--- config.mk ---
export PLATFORM = sky130hd
export DESIGN_NAME = plsg_ctrl
export DESIGN_NICKNAME = d
export VERILOG_FILES = /design/src/design/plsg_pkg.sv /design/src/design/plsg_ctrl.sv
export SDC_FILE = /design/constraint.sdc
export NUM_CORES = 1
export LEC_CHECK = 0
export BUFFER_PORTS_ARGS = -buffer_cell sky130_fd_sc_hd__buf_4
export CORE_MARGIN = 2
export CORE_UTILIZATION = 39
export CTS_CLUSTER_SIZE = 25
export DETAILED_ROUTE_END_ITERATION = 12
export PLACE_DENSITY = 0.75
export SLEW_MARGIN = 20
export SYNTH_ARGS = -nofsm -noshare
export SYNTH_HDL_FRONTEND = slang
export SYNTH_SLANG_ARGS = --single-unit
export TNS_END_PERCENT = 10
--- constraint.sdc ---
create_clock -name clk -period 1.4 [get_ports clk]
set_input_delay 0.14 -clock clk [delete_from_list [all_inputs] [get_ports clk]]
set_output_delay 0.14 -clock clk [all_outputs]
set_load 0.005 [all_outputs]
--- src/design/plsg_pkg.sv ---
// plsg_pkg: shared constants, register indexes, controller states and the
// command/status structs that join the segmenter controller and datapath
// no dependencies
package plsg_pkg;

    localparam int MAX_LEN_DEF     = 254;
    localparam int SAMPLE_BITS_DEF = 16;

    localparam int TOL_BITS      = 24;
    localparam int ML_BITS       = 8;
    localparam int FRAC_BITS     = 8;
    localparam int LEN_OUT_BITS  = 8;
    localparam int RISE_OUT_BITS = 17;
    localparam int ERR_BITS      = 40;
    localparam int CFG_IDX_BITS  = 8;

    localparam logic [CFG_IDX_BITS-1:0] REG_TOLERANCE  = 8'd0;
    localparam logic [CFG_IDX_BITS-1:0] REG_MAX_LENGTH = 8'd1;

    localparam logic [TOL_BITS-1:0] TOL_RESET = 24'd256;
    localparam logic [ML_BITS-1:0]  ML_RESET  = 8'd254;

    typedef enum logic [3:0] {
        ST_IDLE,
        ST_START,
        ST_READ0,
        ST_XS,
        ST_WALK,
        ST_DRAIN,
        ST_DECIDE,
        ST_DIV,
        ST_COMMIT,
        ST_EMIT_CUT,
        ST_CUT_RD,
        ST_CUT_W0,
        ST_CUT_W1,
        ST_EMIT_FIN
    } state_t;

    typedef struct packed {
        logic take_in;
        logic first;
        logic rd0;
        logic load_xs;
        logic walk_issue;
        logic div_start;
        logic commit;
        logic load_out;
        logic out_fin;
        logic cut_rd;
        logic cut_w0;
        logic cut_w1;
        logic clear;
    } cmd_t;

    typedef struct packed {
        logic count_zero;
        logic lim_ok;
        logic walk_last;
        logic pipe_busy;
        logic bound_busy;
        logic div_busy;
        logic accept_ok;
        logic fin;
    } stat_t;

endpackage

--- src/design/plsg_ctrl.sv ---
// plsg_ctrl: sequencing state machine of the segmenter and the output word valid
// depends on plsg_pkg (state_t, cmd_t, stat_t)
module plsg_ctrl
(
    input  logic             clk,
    input  logic             rst_n,
    input  logic             in_valid,
    output logic             in_stall,
    output logic             out_valid,
    input  logic             out_stall,
    input  plsg_pkg::stat_t  stat,
    output plsg_pkg::cmd_t   cmd
);

    plsg_pkg::state_t state_reg;
    plsg_pkg::state_t state_next;
    logic             out_valid_reg;
    logic             out_valid_next;
    logic             out_free;

    assign out_free  = !out_valid_reg || !out_stall;
    assign in_stall  = (state_reg != plsg_pkg::ST_IDLE);
    assign out_valid = out_valid_reg;

    always_ff @(posedge clk or negedge rst_n)
    begin
        if (!rst_n)
        begin
            state_reg     <= plsg_pkg::ST_IDLE;
            out_valid_reg <= 1'b0;
        end
        else
        begin
            state_reg     <= state_next;
            out_valid_reg <= out_valid_next;
        end
    end

    always_comb
    begin
        state_next = state_reg;
        case (state_reg)
            plsg_pkg::ST_IDLE:
            begin
                if (in_valid)
                    state_next = plsg_pkg::ST_START;
            end
            plsg_pkg::ST_START:
            begin
                if (stat.count_zero)
                    state_next = stat.fin ? plsg_pkg::ST_EMIT_FIN : plsg_pkg::ST_IDLE;
                else if (stat.lim_ok)
                    state_next = plsg_pkg::ST_READ0;
                else
                    state_next = plsg_pkg::ST_EMIT_CUT;
            end
            plsg_pkg::ST_READ0:  state_next = plsg_pkg::ST_XS;
            plsg_pkg::ST_XS:     state_next = plsg_pkg::ST_WALK;
            plsg_pkg::ST_WALK:
            begin
                if (stat.walk_last)
                    state_next = plsg_pkg::ST_DRAIN;
            end
            plsg_pkg::ST_DRAIN:
            begin
                if (!stat.pipe_busy && !stat.bound_busy)
                    state_next = plsg_pkg::ST_DECIDE;
            end
            plsg_pkg::ST_DECIDE:
            begin
                state_next = stat.accept_ok ? plsg_pkg::ST_DIV : plsg_pkg::ST_EMIT_CUT;
            end
            plsg_pkg::ST_DIV:
            begin
                if (!stat.div_busy)
                    state_next = plsg_pkg::ST_COMMIT;
            end
            plsg_pkg::ST_COMMIT:
            begin
                state_next = stat.fin ? plsg_pkg::ST_EMIT_FIN : plsg_pkg::ST_IDLE;
            end
            plsg_pkg::ST_EMIT_CUT:
            begin
                if (out_free)
                    state_next = plsg_pkg::ST_CUT_RD;
            end
            plsg_pkg::ST_CUT_RD: state_next = plsg_pkg::ST_CUT_W0;
            plsg_pkg::ST_CUT_W0: state_next = plsg_pkg::ST_CUT_W1;
            plsg_pkg::ST_CUT_W1:
            begin
                state_next = stat.fin ? plsg_pkg::ST_EMIT_FIN : plsg_pkg::ST_IDLE;
            end
            plsg_pkg::ST_EMIT_FIN:
            begin
                if (out_free)
                    state_next = plsg_pkg::ST_IDLE;
            end
            default:             state_next = plsg_pkg::ST_IDLE;
        endcase
    end

    always_comb
    begin
        cmd = '0;
        out_valid_next = out_valid_reg && out_stall;
        case (state_reg)
            plsg_pkg::ST_IDLE:   cmd.take_in = in_valid;
            plsg_pkg::ST_START:  cmd.first = stat.count_zero;
            plsg_pkg::ST_READ0:  cmd.rd0 = 1'b1;
            plsg_pkg::ST_XS:     cmd.load_xs = 1'b1;
            plsg_pkg::ST_WALK:   cmd.walk_issue = 1'b1;
            plsg_pkg::ST_DECIDE: cmd.div_start = stat.accept_ok;
            plsg_pkg::ST_COMMIT: cmd.commit = 1'b1;
            plsg_pkg::ST_EMIT_CUT:
            begin
                if (out_free)
                begin
                    cmd.load_out   = 1'b1;
                    out_valid_next = 1'b1;
                end
            end
            plsg_pkg::ST_CUT_RD: cmd.cut_rd = 1'b1;
            plsg_pkg::ST_CUT_W0: cmd.cut_w0 = 1'b1;
            plsg_pkg::ST_CUT_W1: cmd.cut_w1 = 1'b1;
            plsg_pkg::ST_EMIT_FIN:
            begin
                if (out_free)
                begin
                    cmd.load_out   = 1'b1;
                    cmd.out_fin    = 1'b1;
                    cmd.clear      = 1'b1;
                    out_valid_next = 1'b1;
                end
            end
            default:             cmd = '0;
        endcase
    end

endmodule

==> flow_summary.yaml, run 1 <==
outcome:
  status: "finished with violations"
  failed_checks: "setup timing"
critical_path:
  crit_required_ns: 1.26
  reg2reg_slack_ns: -0.13
  crit_type: "register to primary output"
  critPathCaptureType: "primary output"
  cp_data_arrival_time_ns: 1.39
  critical_path.max_fanout: 4
  start_kind: "register"
layout:
  layout.area.seq_sq_um: 126
  final_common_cell: "buf_4"
  largest_register_ffs: 4
  final_cell_mix: "34 x buf_4, 10 x nand2_1, 7 x nor2_1, 6 x buf_6, 5 x inv_1"
  drive_above_1_share_pct: 50.8
  multi_input_area_sq_um: 419
  fin_cells: 133
  antennaDiodeCount: 0
  nFillCells: 103
  syn_to_final_growth_pct: 77.9
  fin_nets: 131
synthesis:
  syn_area_per_cell_sq_um: 6.82
  ys_seq_area_share_pct: 23.5
  synth_ff_type: "dfrtp_1"
  ys_ff_latch: 5
  synth-edff-count: 0
  synthCells: 78
  synthesis.area_sq_um: 532
  yosys_warnings: 0
  ys_types: 35
  syn_nets: 90
  async_flop_share_pct: 100
clocking:
  cts_buffer_depth: 2
  clock-sinks: 5
  cts.clk_slew.worst_paths_ns: 0.05
  tritoncts: "built"
  cts-buffers-inserted: 3
  cts_htree_levels: 1
  cts_root_buf: "clkbuf_4"
  clk_latency_ns: 0.24
sta:
  maxSlewViolCount: 0
  rsz0062_at_grt: "true"
  worstMarginPinSlew_ns: 0.341
  finalHoldViolations: 0
  fin_crit_ns: 1.53
  timing.final.crit_share_pct: 109
  relSlewSlack_pct: 77.2
  clock-skew-final_ns: 0.00251
  holdWs_ns: 0.141
  timing.final.ws_setup_ns: -0.131
  tns_ns: -0.862
  fmax_ghz: 0.653
  finalSetupViolations: 13
place:
  dp_cells: 128
  dp_hpwl_microns: 1240
  gp_congestion: 0.870
  port_buffers: 26
floorplan:
  die_w_microns: 40.9
  io_pins: 27
  coreArea_sq_um: 1280
  die_y_microns: 40.9
  initial_utilization_pct: 41.4
  core.rowCount: 13
  die_area_sq_um: 1670
drt:
  drt_iter0_drc: 22
  ant_nets: 0
  drc_errors: 0
  avgViaCountPerCell: 5.56
  first_pass_iters: 5
  avgRoutedWirePerCell_microns: 13.1
  vias: 739
  routed_wl_microns: 1740
power:
  power_frac_seq_pct: 14.7
  clockPowerShare_pct: 8.3
  fin_total_pwr_mw: 2.02
  p_leak_nw: 0.470
  p_int_mw: 1.10
  p_sw_mw: 0.922
  p_comb_share_pct: 77.0
  p_per_area_nw_per_um2: 2140
  switching_share_pct: 45.7
  vdd_ir_drop_max_v: 0.00127
min_path:
  hp-class: "input pin to register"
grt:
  track_usage_pct: 24.2
  grt_max_degree: 15
  gr-total-overflow: 0
  antenna_found_initial: 0
  grt_pass1_wl_microns: 2630
  grt_pass1_vias: 619
job:
  maxCapViolations: 0
## synthesized netlist by cell type (2+ instances only)
master,n,area (sq um)
nand2_1,12,45.0
nor2_1,9,33.8
nor3_1,7,35.0
a21oi_1,5,25.0
dfrtp_1,5,125
inv_1,5,18.8
buf_2,3,15.0
a211oi_1,2,15.0
and3_1,2,12.5
nand2b_1,2,12.5
o22ai_1,2,12.5
## final timing paths
kind / from / end / cells after the start
setup / recovery: state_reg[0] / cmd[0] / 6
hold / removal: out_stall / out_valid / 3
setup reg to reg: state_reg[1] / state_reg[1] / 5
hold reg to reg: out_valid / out_valid / 2
max in group asynchronous: rst_n / state_reg[3] / 2
min in group asynchronous: rst_n / out_valid / 2
## metrics by stage
stage	setup slack, ns	utilization [%]	area, sq um
6_report	-0.131	73.6	946
2_1_floorplan	-0.0743	-	532
5_1_grt	-0.204	73.6	946
4_1_cts	-0.138	70.2	902
3_3_place_gp	-0.0601	64.2	825
3_5_place_dp	-0.0798	64.2	825
## power by group through the flow
stage / Clock (mW) / Sequential [mW] / Combinational [mW]
detailed placement: 0 / 0.278 / 1.34
global placement: 0 / 0.277 / 1.34
CTS: 0.172 / 0.282 / 1.43
global route: 0.182 / 0.308 / 1.71
floorplan: 0 / 0.294 / 0.733
finish: 0.168 / 0.297 / 1.55
## routing by layer
layer	vias to the layer above	GRT usage, %	share of wire [%]
met3	0	4.89	5.0
met2	31	43.8	55
met5	-	0	0
met1	345	27.8	40
met4	0	7.50	0
li1	363	-	-
## layout make-up
cell class	instances	area share, %
Multi-Input combinational cell	62	44.3
Inverter	6	2.38
Clock buffer	4	2.78
Tap cell	15	1.98
Timing Repair Buffer	41	35.2
Sequential cell	5	13.4
## critical path, stage by stage (launching register included)
cell and delay, ns:
dfrtp_1 0.42, buf_6 0.12, nand3b_1 0.10, buf_6 0.14, a21oi_4 0.12, and2_4 0.17, buf_6 0.09
## kinds of logic after synthesis
group	share of synthesized area (%)
and+or+nand+nor	36.0
AOI/OAI and AO/OA	31.3
buffers and inverters	9.18
DFF	23.5
## timing repair
item,4_1_cts,5_1_grt
setup buffers,0,0
pin swaps,4,0
hold buffers,1,0
endpoints found under the setup margin,14,18
resized for setup,11,12
endpoints found under the hold margin,5,0
No activity file was read; power rests on OpenSTA's default activity.
==> inputs of run 2 (changes only) <==
Settings changed: CORE_UTILIZATION 39 to 40, PLACE_DENSITY 0.75 to 0.74.
Clock period 1.4 ns to 1.7 ns, I/O delays scaled along.
==> run 2 against run 1 <==
Compared with the run above:
- the flow now finishes without violations
- setup slack improved by 0.23 ns
- register-to-register slack improved by 0.23 ns
- via count shrank 5.8%
- wire length fell by 12%
- global-route usage down 2.4 points
- first-iteration DRC count is 23% lower
- sequential share of layout area increased by 2.0 points
- largest power group unchanged
- highest routed layer is now met4
==> flow_summary.yaml, run 2 (synthesized netlist as in run 1, its figures left out) <==
outcome:
  status: "finished, final reports clean"
floorplan:
  die_w_microns: 40.5
  coreArea_sq_um: 1270
  io_pins: 27
  core.rowCount: 13
  initial_utilization_pct: 41.9
  die_area_sq_um: 1640
  die_y_microns: 40.5
sta:
  fmax_ghz: 0.623
  finalHoldViolations: 0
  holdWs_ns: 0.164
  maxSlewViolCount: 0
  rsz0062_at_grt: "false"
  fin_crit_ns: 1.60
  relSlewSlack_pct: 73.5
  finalSetupViolations: 0
  tns_ns: 0
  clock-skew-final_ns: 0.00882
  timing.final.ws_setup_ns: 0.0958
  timing.final.crit_share_pct: 94.4
  worstMarginPinSlew_ns: 0.388
power:
  p_leak_nw: 0.424
  p_per_area_nw_per_um2: 1680
  vdd_ir_drop_max_v: 0.000931
critical_path:
  critical_path.max_stage_delay_ns: 0.52
  crit_type: "register to register"
  critPathCaptureType: "register"
  crit_required_ns: 1.81
  cp_cell_sequence: "or4_1, a21o_1, o211ai_2, o21bai_1, a22oi_1"
  path_buf_inv: 0
  path_delay_family: "simple AND/OR/NAND/NOR gates"
  cp_data_arrival_time_ns: 1.71
  cp_slowest_cell: "or4_1"
  start_kind: "register"
  critical_path.max_fanout: 5
clocking:
  clk_latency_ns: 0.24
  cts_root_buf: "clkbuf_4"
  cts_buffer_depth: 2
  cts-buffers-inserted: 3
  cts.clk_slew.worst_paths_ns: 0.05
  clock-sinks: 5
  tritoncts: "built"
  cts_htree_levels: 1
drt:
  avgViaCountPerCell: 5.48
  routed_wl_microns: 1530
  drc_errors: 0
  top_layer: "met4"
  ant_nets: 0
  met2_length_microns: 781
  vias: 696
  dr_wl_met3_microns: 57
  avgRoutedWirePerCell_microns: 12.1
  drt_iter0_drc: 17
  wl_met1_microns: 683
  first_pass_iters: 4
place:
  port_buffers: 26
  pre_cts_ws_ns: 0.0811
  dp_hpwl_microns: 1210
  gp_congestion: 0.925
job:
  maxCapViolations: 0
grt:
  grt_pass1_vias: 573
  track_usage_pct: 21.8
  grt_pass1_wl_microns: 2370
  antenna_found_initial: 0
  grt_max_degree: 15
  gr-total-overflow: 0
layout:
  final_common_cell: "buf_4"
  drive_above_1_share_pct: 41.1
  largest_register_ffs: 4
  fin_nets: 125
  nFillCells: 133
  finish.utilization_pct: 65.5
  antennaDiodeCount: 0
  final_cell_mix: "33 x buf_4, 12 x nand2_1, 8 x nor2_1, 7 x nor3_1, 5 x inv_1"
  syn_to_final_growth_pct: 56.2
min_path:
  hp-class: "input pin to register"
-- run 2: per-stage QoR --
stage          total power [mW]  cells  area, sq um
2_1_floorplan             0.847     78          532
5_1_grt                    1.53    127          831
3_5_place_dp               1.20    120          764
6_report                   1.40    127          831
4_1_cts                    1.34    125          801
3_3_place_gp               1.19    120          764
-- run 2: worst reg2reg max path, cell delays in order, from the launching register on --
cell and delay (ns):
dfrtp_2 0.43, or4_1 0.52, a21o_1 0.21, o211ai_2 0.09
o21bai_1 0.14, a22oi_1 0.08
-- run 2: final timing paths --
kind	startpoint	endpoint	slack [ns]	cells after the start
min	out_stall	out_valid	0.16	3
max in group asynchronous	rst_n	state_reg[1]	1.31	2
max reg2reg	state_reg[0]	state_reg[1]	0.1	5
min reg2reg	out_valid	out_valid	0.53	2
min in group asynchronous	rst_n	state_reg[3]	0.26	2
max	state_reg[0]	state_reg[1]	0.1	5
-- run 2: layout make-up --
class | count | area (sq um) | area share [%]
clock buffer | 4 | 26.3 | 3.16
sequential | 5 | 128 | 15.4
multi-input combinational | 62 | 367 | 44.1
tap | 15 | 18.8 | 2.26
timing repair buffer | 35 | 269 | 32.4
inverter | 6 | 22.5 | 2.71
-- run 2: timing repair --
item / in CTS / in global routing
hold buffers: 1 / 0
gates resized for setup: 0 / 6
endpoints found under the setup margin: 0 / 4
setup buffers: 0 / 2
endpoints found under the hold margin: 5 / 0
-- run 2: layer usage --
metal | GRT usage [%] | vias up
li1 | - | 355
met1 | 25.6 | 314
met2 | 36.5 | 24
met3 | 3.89 | 3
met4 | 12.5 | 0
met5 | 0 | -
-- run 2: power by group --
group	internal (mW)	switching [mW]
clock network	0.0887	0.0478
logic	0.482	0.535
registers	0.183	0.0612
total	0.754	0.644
==> inputs of run 3 (changes only) <==
Settings changed: REMOVE_ABC_BUFFERS from default to 1.
==> run 3 against run 2 <==
Compared with the run above:
- wire length rose by 5.5%
- sequential share of layout area rose by 0.26 points
- final area fell by 3.6%
- die area did not move
- sequential power rose by 5%
- sequential cell count did not move
- power fell by 3.6%
- clock power barely moved
- clock-buffer cell count did not move
- critical path depth did not move
- combinational power fell by 6%
==> flow_summary.yaml, run 3 (synthesized netlist as in run 1, its figures left out) <==
drt:
  drt_iter0_drc: 21
  avgRoutedWirePerCell_microns: 12.9
  avgViaCountPerCell: 5.63
  routed_wl_microns: 1620
  vias: 704
  drc_errors: 0
  first_pass_iters: 4
  ant_nets: 0
layout:
  largest_register_ffs: 4
  syn_to_final_growth_pct: 50.6
  drive_above_1_share_pct: 35.5
  final_common_cell: "buf_4"
  antennaDiodeCount: 0
  final_cell_mix: "32 x buf_4, 12 x nand2_1, 9 x nor2_1, 7 x nor3_1"
  fin_nets: 123
  fin_area_sq_um: 801
  fin_cells: 125
sta:
  finalSetupViolations: 0
  maxSlewViolCount: 0
  rsz0062_at_grt: "false"
  fin_crit_ns: 1.63
  fmax_ghz: 0.615
  clock-skew-final_ns: 0.00299
  holdWs_ns: 0.154
  timing.final.crit_share_pct: 95.6
  tns_ns: 0
  finalHoldViolations: 0
  worstMarginPinSlew_ns: 0.426
  relSlewSlack_pct: 70.9
power:
  p_per_area_nw_per_um2: 1680
  p_comb_share_pct: 71.1
  p_int_mw: 0.707
  clockPowerShare_pct: 10.0
  p_leak_nw: 0.415
  switching_share_pct: 47.5
  power_frac_seq_pct: 18.9
  p_sw_mw: 0.640
  vdd_ir_drop_max_v: 0.000889
clocking:
  clock-sinks: 5
  cts_buffer_depth: 2
  cts.clk_slew.worst_paths_ns: 0.04
  cts_root_buf: "clkbuf_4"
  tritoncts: "built"
  clk_latency_ns: 0.24
  cts-buffers-inserted: 3
  cts_htree_levels: 1
grt:
  grt_pass1_vias: 613
  grt_pass1_wl_microns: 2460
  gr-total-overflow: 0
  track_usage_pct: 22.4
  grt_max_degree: 15
  antenna_found_initial: 0
critical_path:
  reg2reg_slack_ns: 0.07
  start_kind: "register"
  crit_type: "register to register"
  crit_required_ns: 1.82
  critPathCaptureType: "register"
  critical_path.max_fanout: 5
  cp_data_arrival_time_ns: 1.74
outcome:
  status: "finished, final reports clean"
job:
  maxCapViolations: 0
place:
  dpl-instance-area_sq_um: 764
  port_buffers: 26
  dp_cells: 120
  gp_congestion: 0.939
  dp_hpwl_microns: 1300
floorplan:
  initial_utilization_pct: 41.9
  core.rowCount: 13
  io_pins: 27
  die_w_microns: 40.5
  coreArea_sq_um: 1270
  die_area_sq_um: 1640
  die_y_microns: 40.5
min_path:
  hp-class: "input pin to register"
-- run 3: area by class of cell --
| class | instances | area, sq um |
|---|---|---|
| Fill cell | 131 | 468 |
| Multi-Input combinational cell | 62 | 358 |
| Timing Repair Buffer | 33 | 250 |
| Sequential cell | 5 | 125 |
| Clock buffer | 4 | 26.3 |
| Inverter | 6 | 22.5 |
| Tap cell | 15 | 18.8 |
-- run 3: stage by stage --
stage | setup WS [ns] | power [mW] | util, %
final | 0.0741 | 1.35 | 63.1
after global routing | 0.00117 | 1.46 | 63.1
after CTS | 0.0829 | 1.34 | 63.1
after detailed placement | 0.0887 | 1.20 | 60.3
after global placement | 0.0945 | 1.19 | 60.3
after floorplan | 0.0715 | 0.807 | -
-- run 3: per-layer routing --
layer | track usage [%] | up-vias | wire [microns]
met5 | 0 | - | 0
met4 | 10.0 | 0 | 18
met3 | 2.22 | 2 | 92
met2 | 38.9 | 28 | 805
met1 | 27.2 | 320 | 701
li1 | - | 354 | -
-- run 3: timing repair --
action                    in CTS  in global routing
hold endpoints to repair       5                  0
resized for setup              0                  0
buffers inserted               0                  0
hold buffers                   1                  0
-- run 3: path summary, 6_finish.rpt --
check | cells past startpoint | endpoint | start
min in group asynchronous | 2 | out_valid | rst_n
max in group asynchronous | 2 | state_reg[2] | rst_n
hold reg to reg | 2 | out_valid | out_valid
setup reg to reg | 5 | state_reg[1] | state_reg[0]
hold / removal | 3 | out_valid | out_stall
setup / recovery | 5 | state_reg[1] | state_reg[0]
-- run 3: worst max-delay path, stage by stage, from the launching register on --
cell and delay, ns:
dfrtp_1 0.42, or4_1 0.55, a21o_1 0.22, o211ai_2 0.09, o21bai_1 0.15, a22oi_1 0.08
-- run 3: power by group through the flow --
stage          sequential, mW  clock, mW  combinational [mW]
6_report                0.255      0.134               0.958
4_1_cts                 0.250      0.138               0.950
5_1_grt                 0.264      0.148                1.05
3_3_place_gp            0.249          0               0.939
2_1_floorplan           0.315          0               0.492
3_5_place_dp            0.250          0               0.946
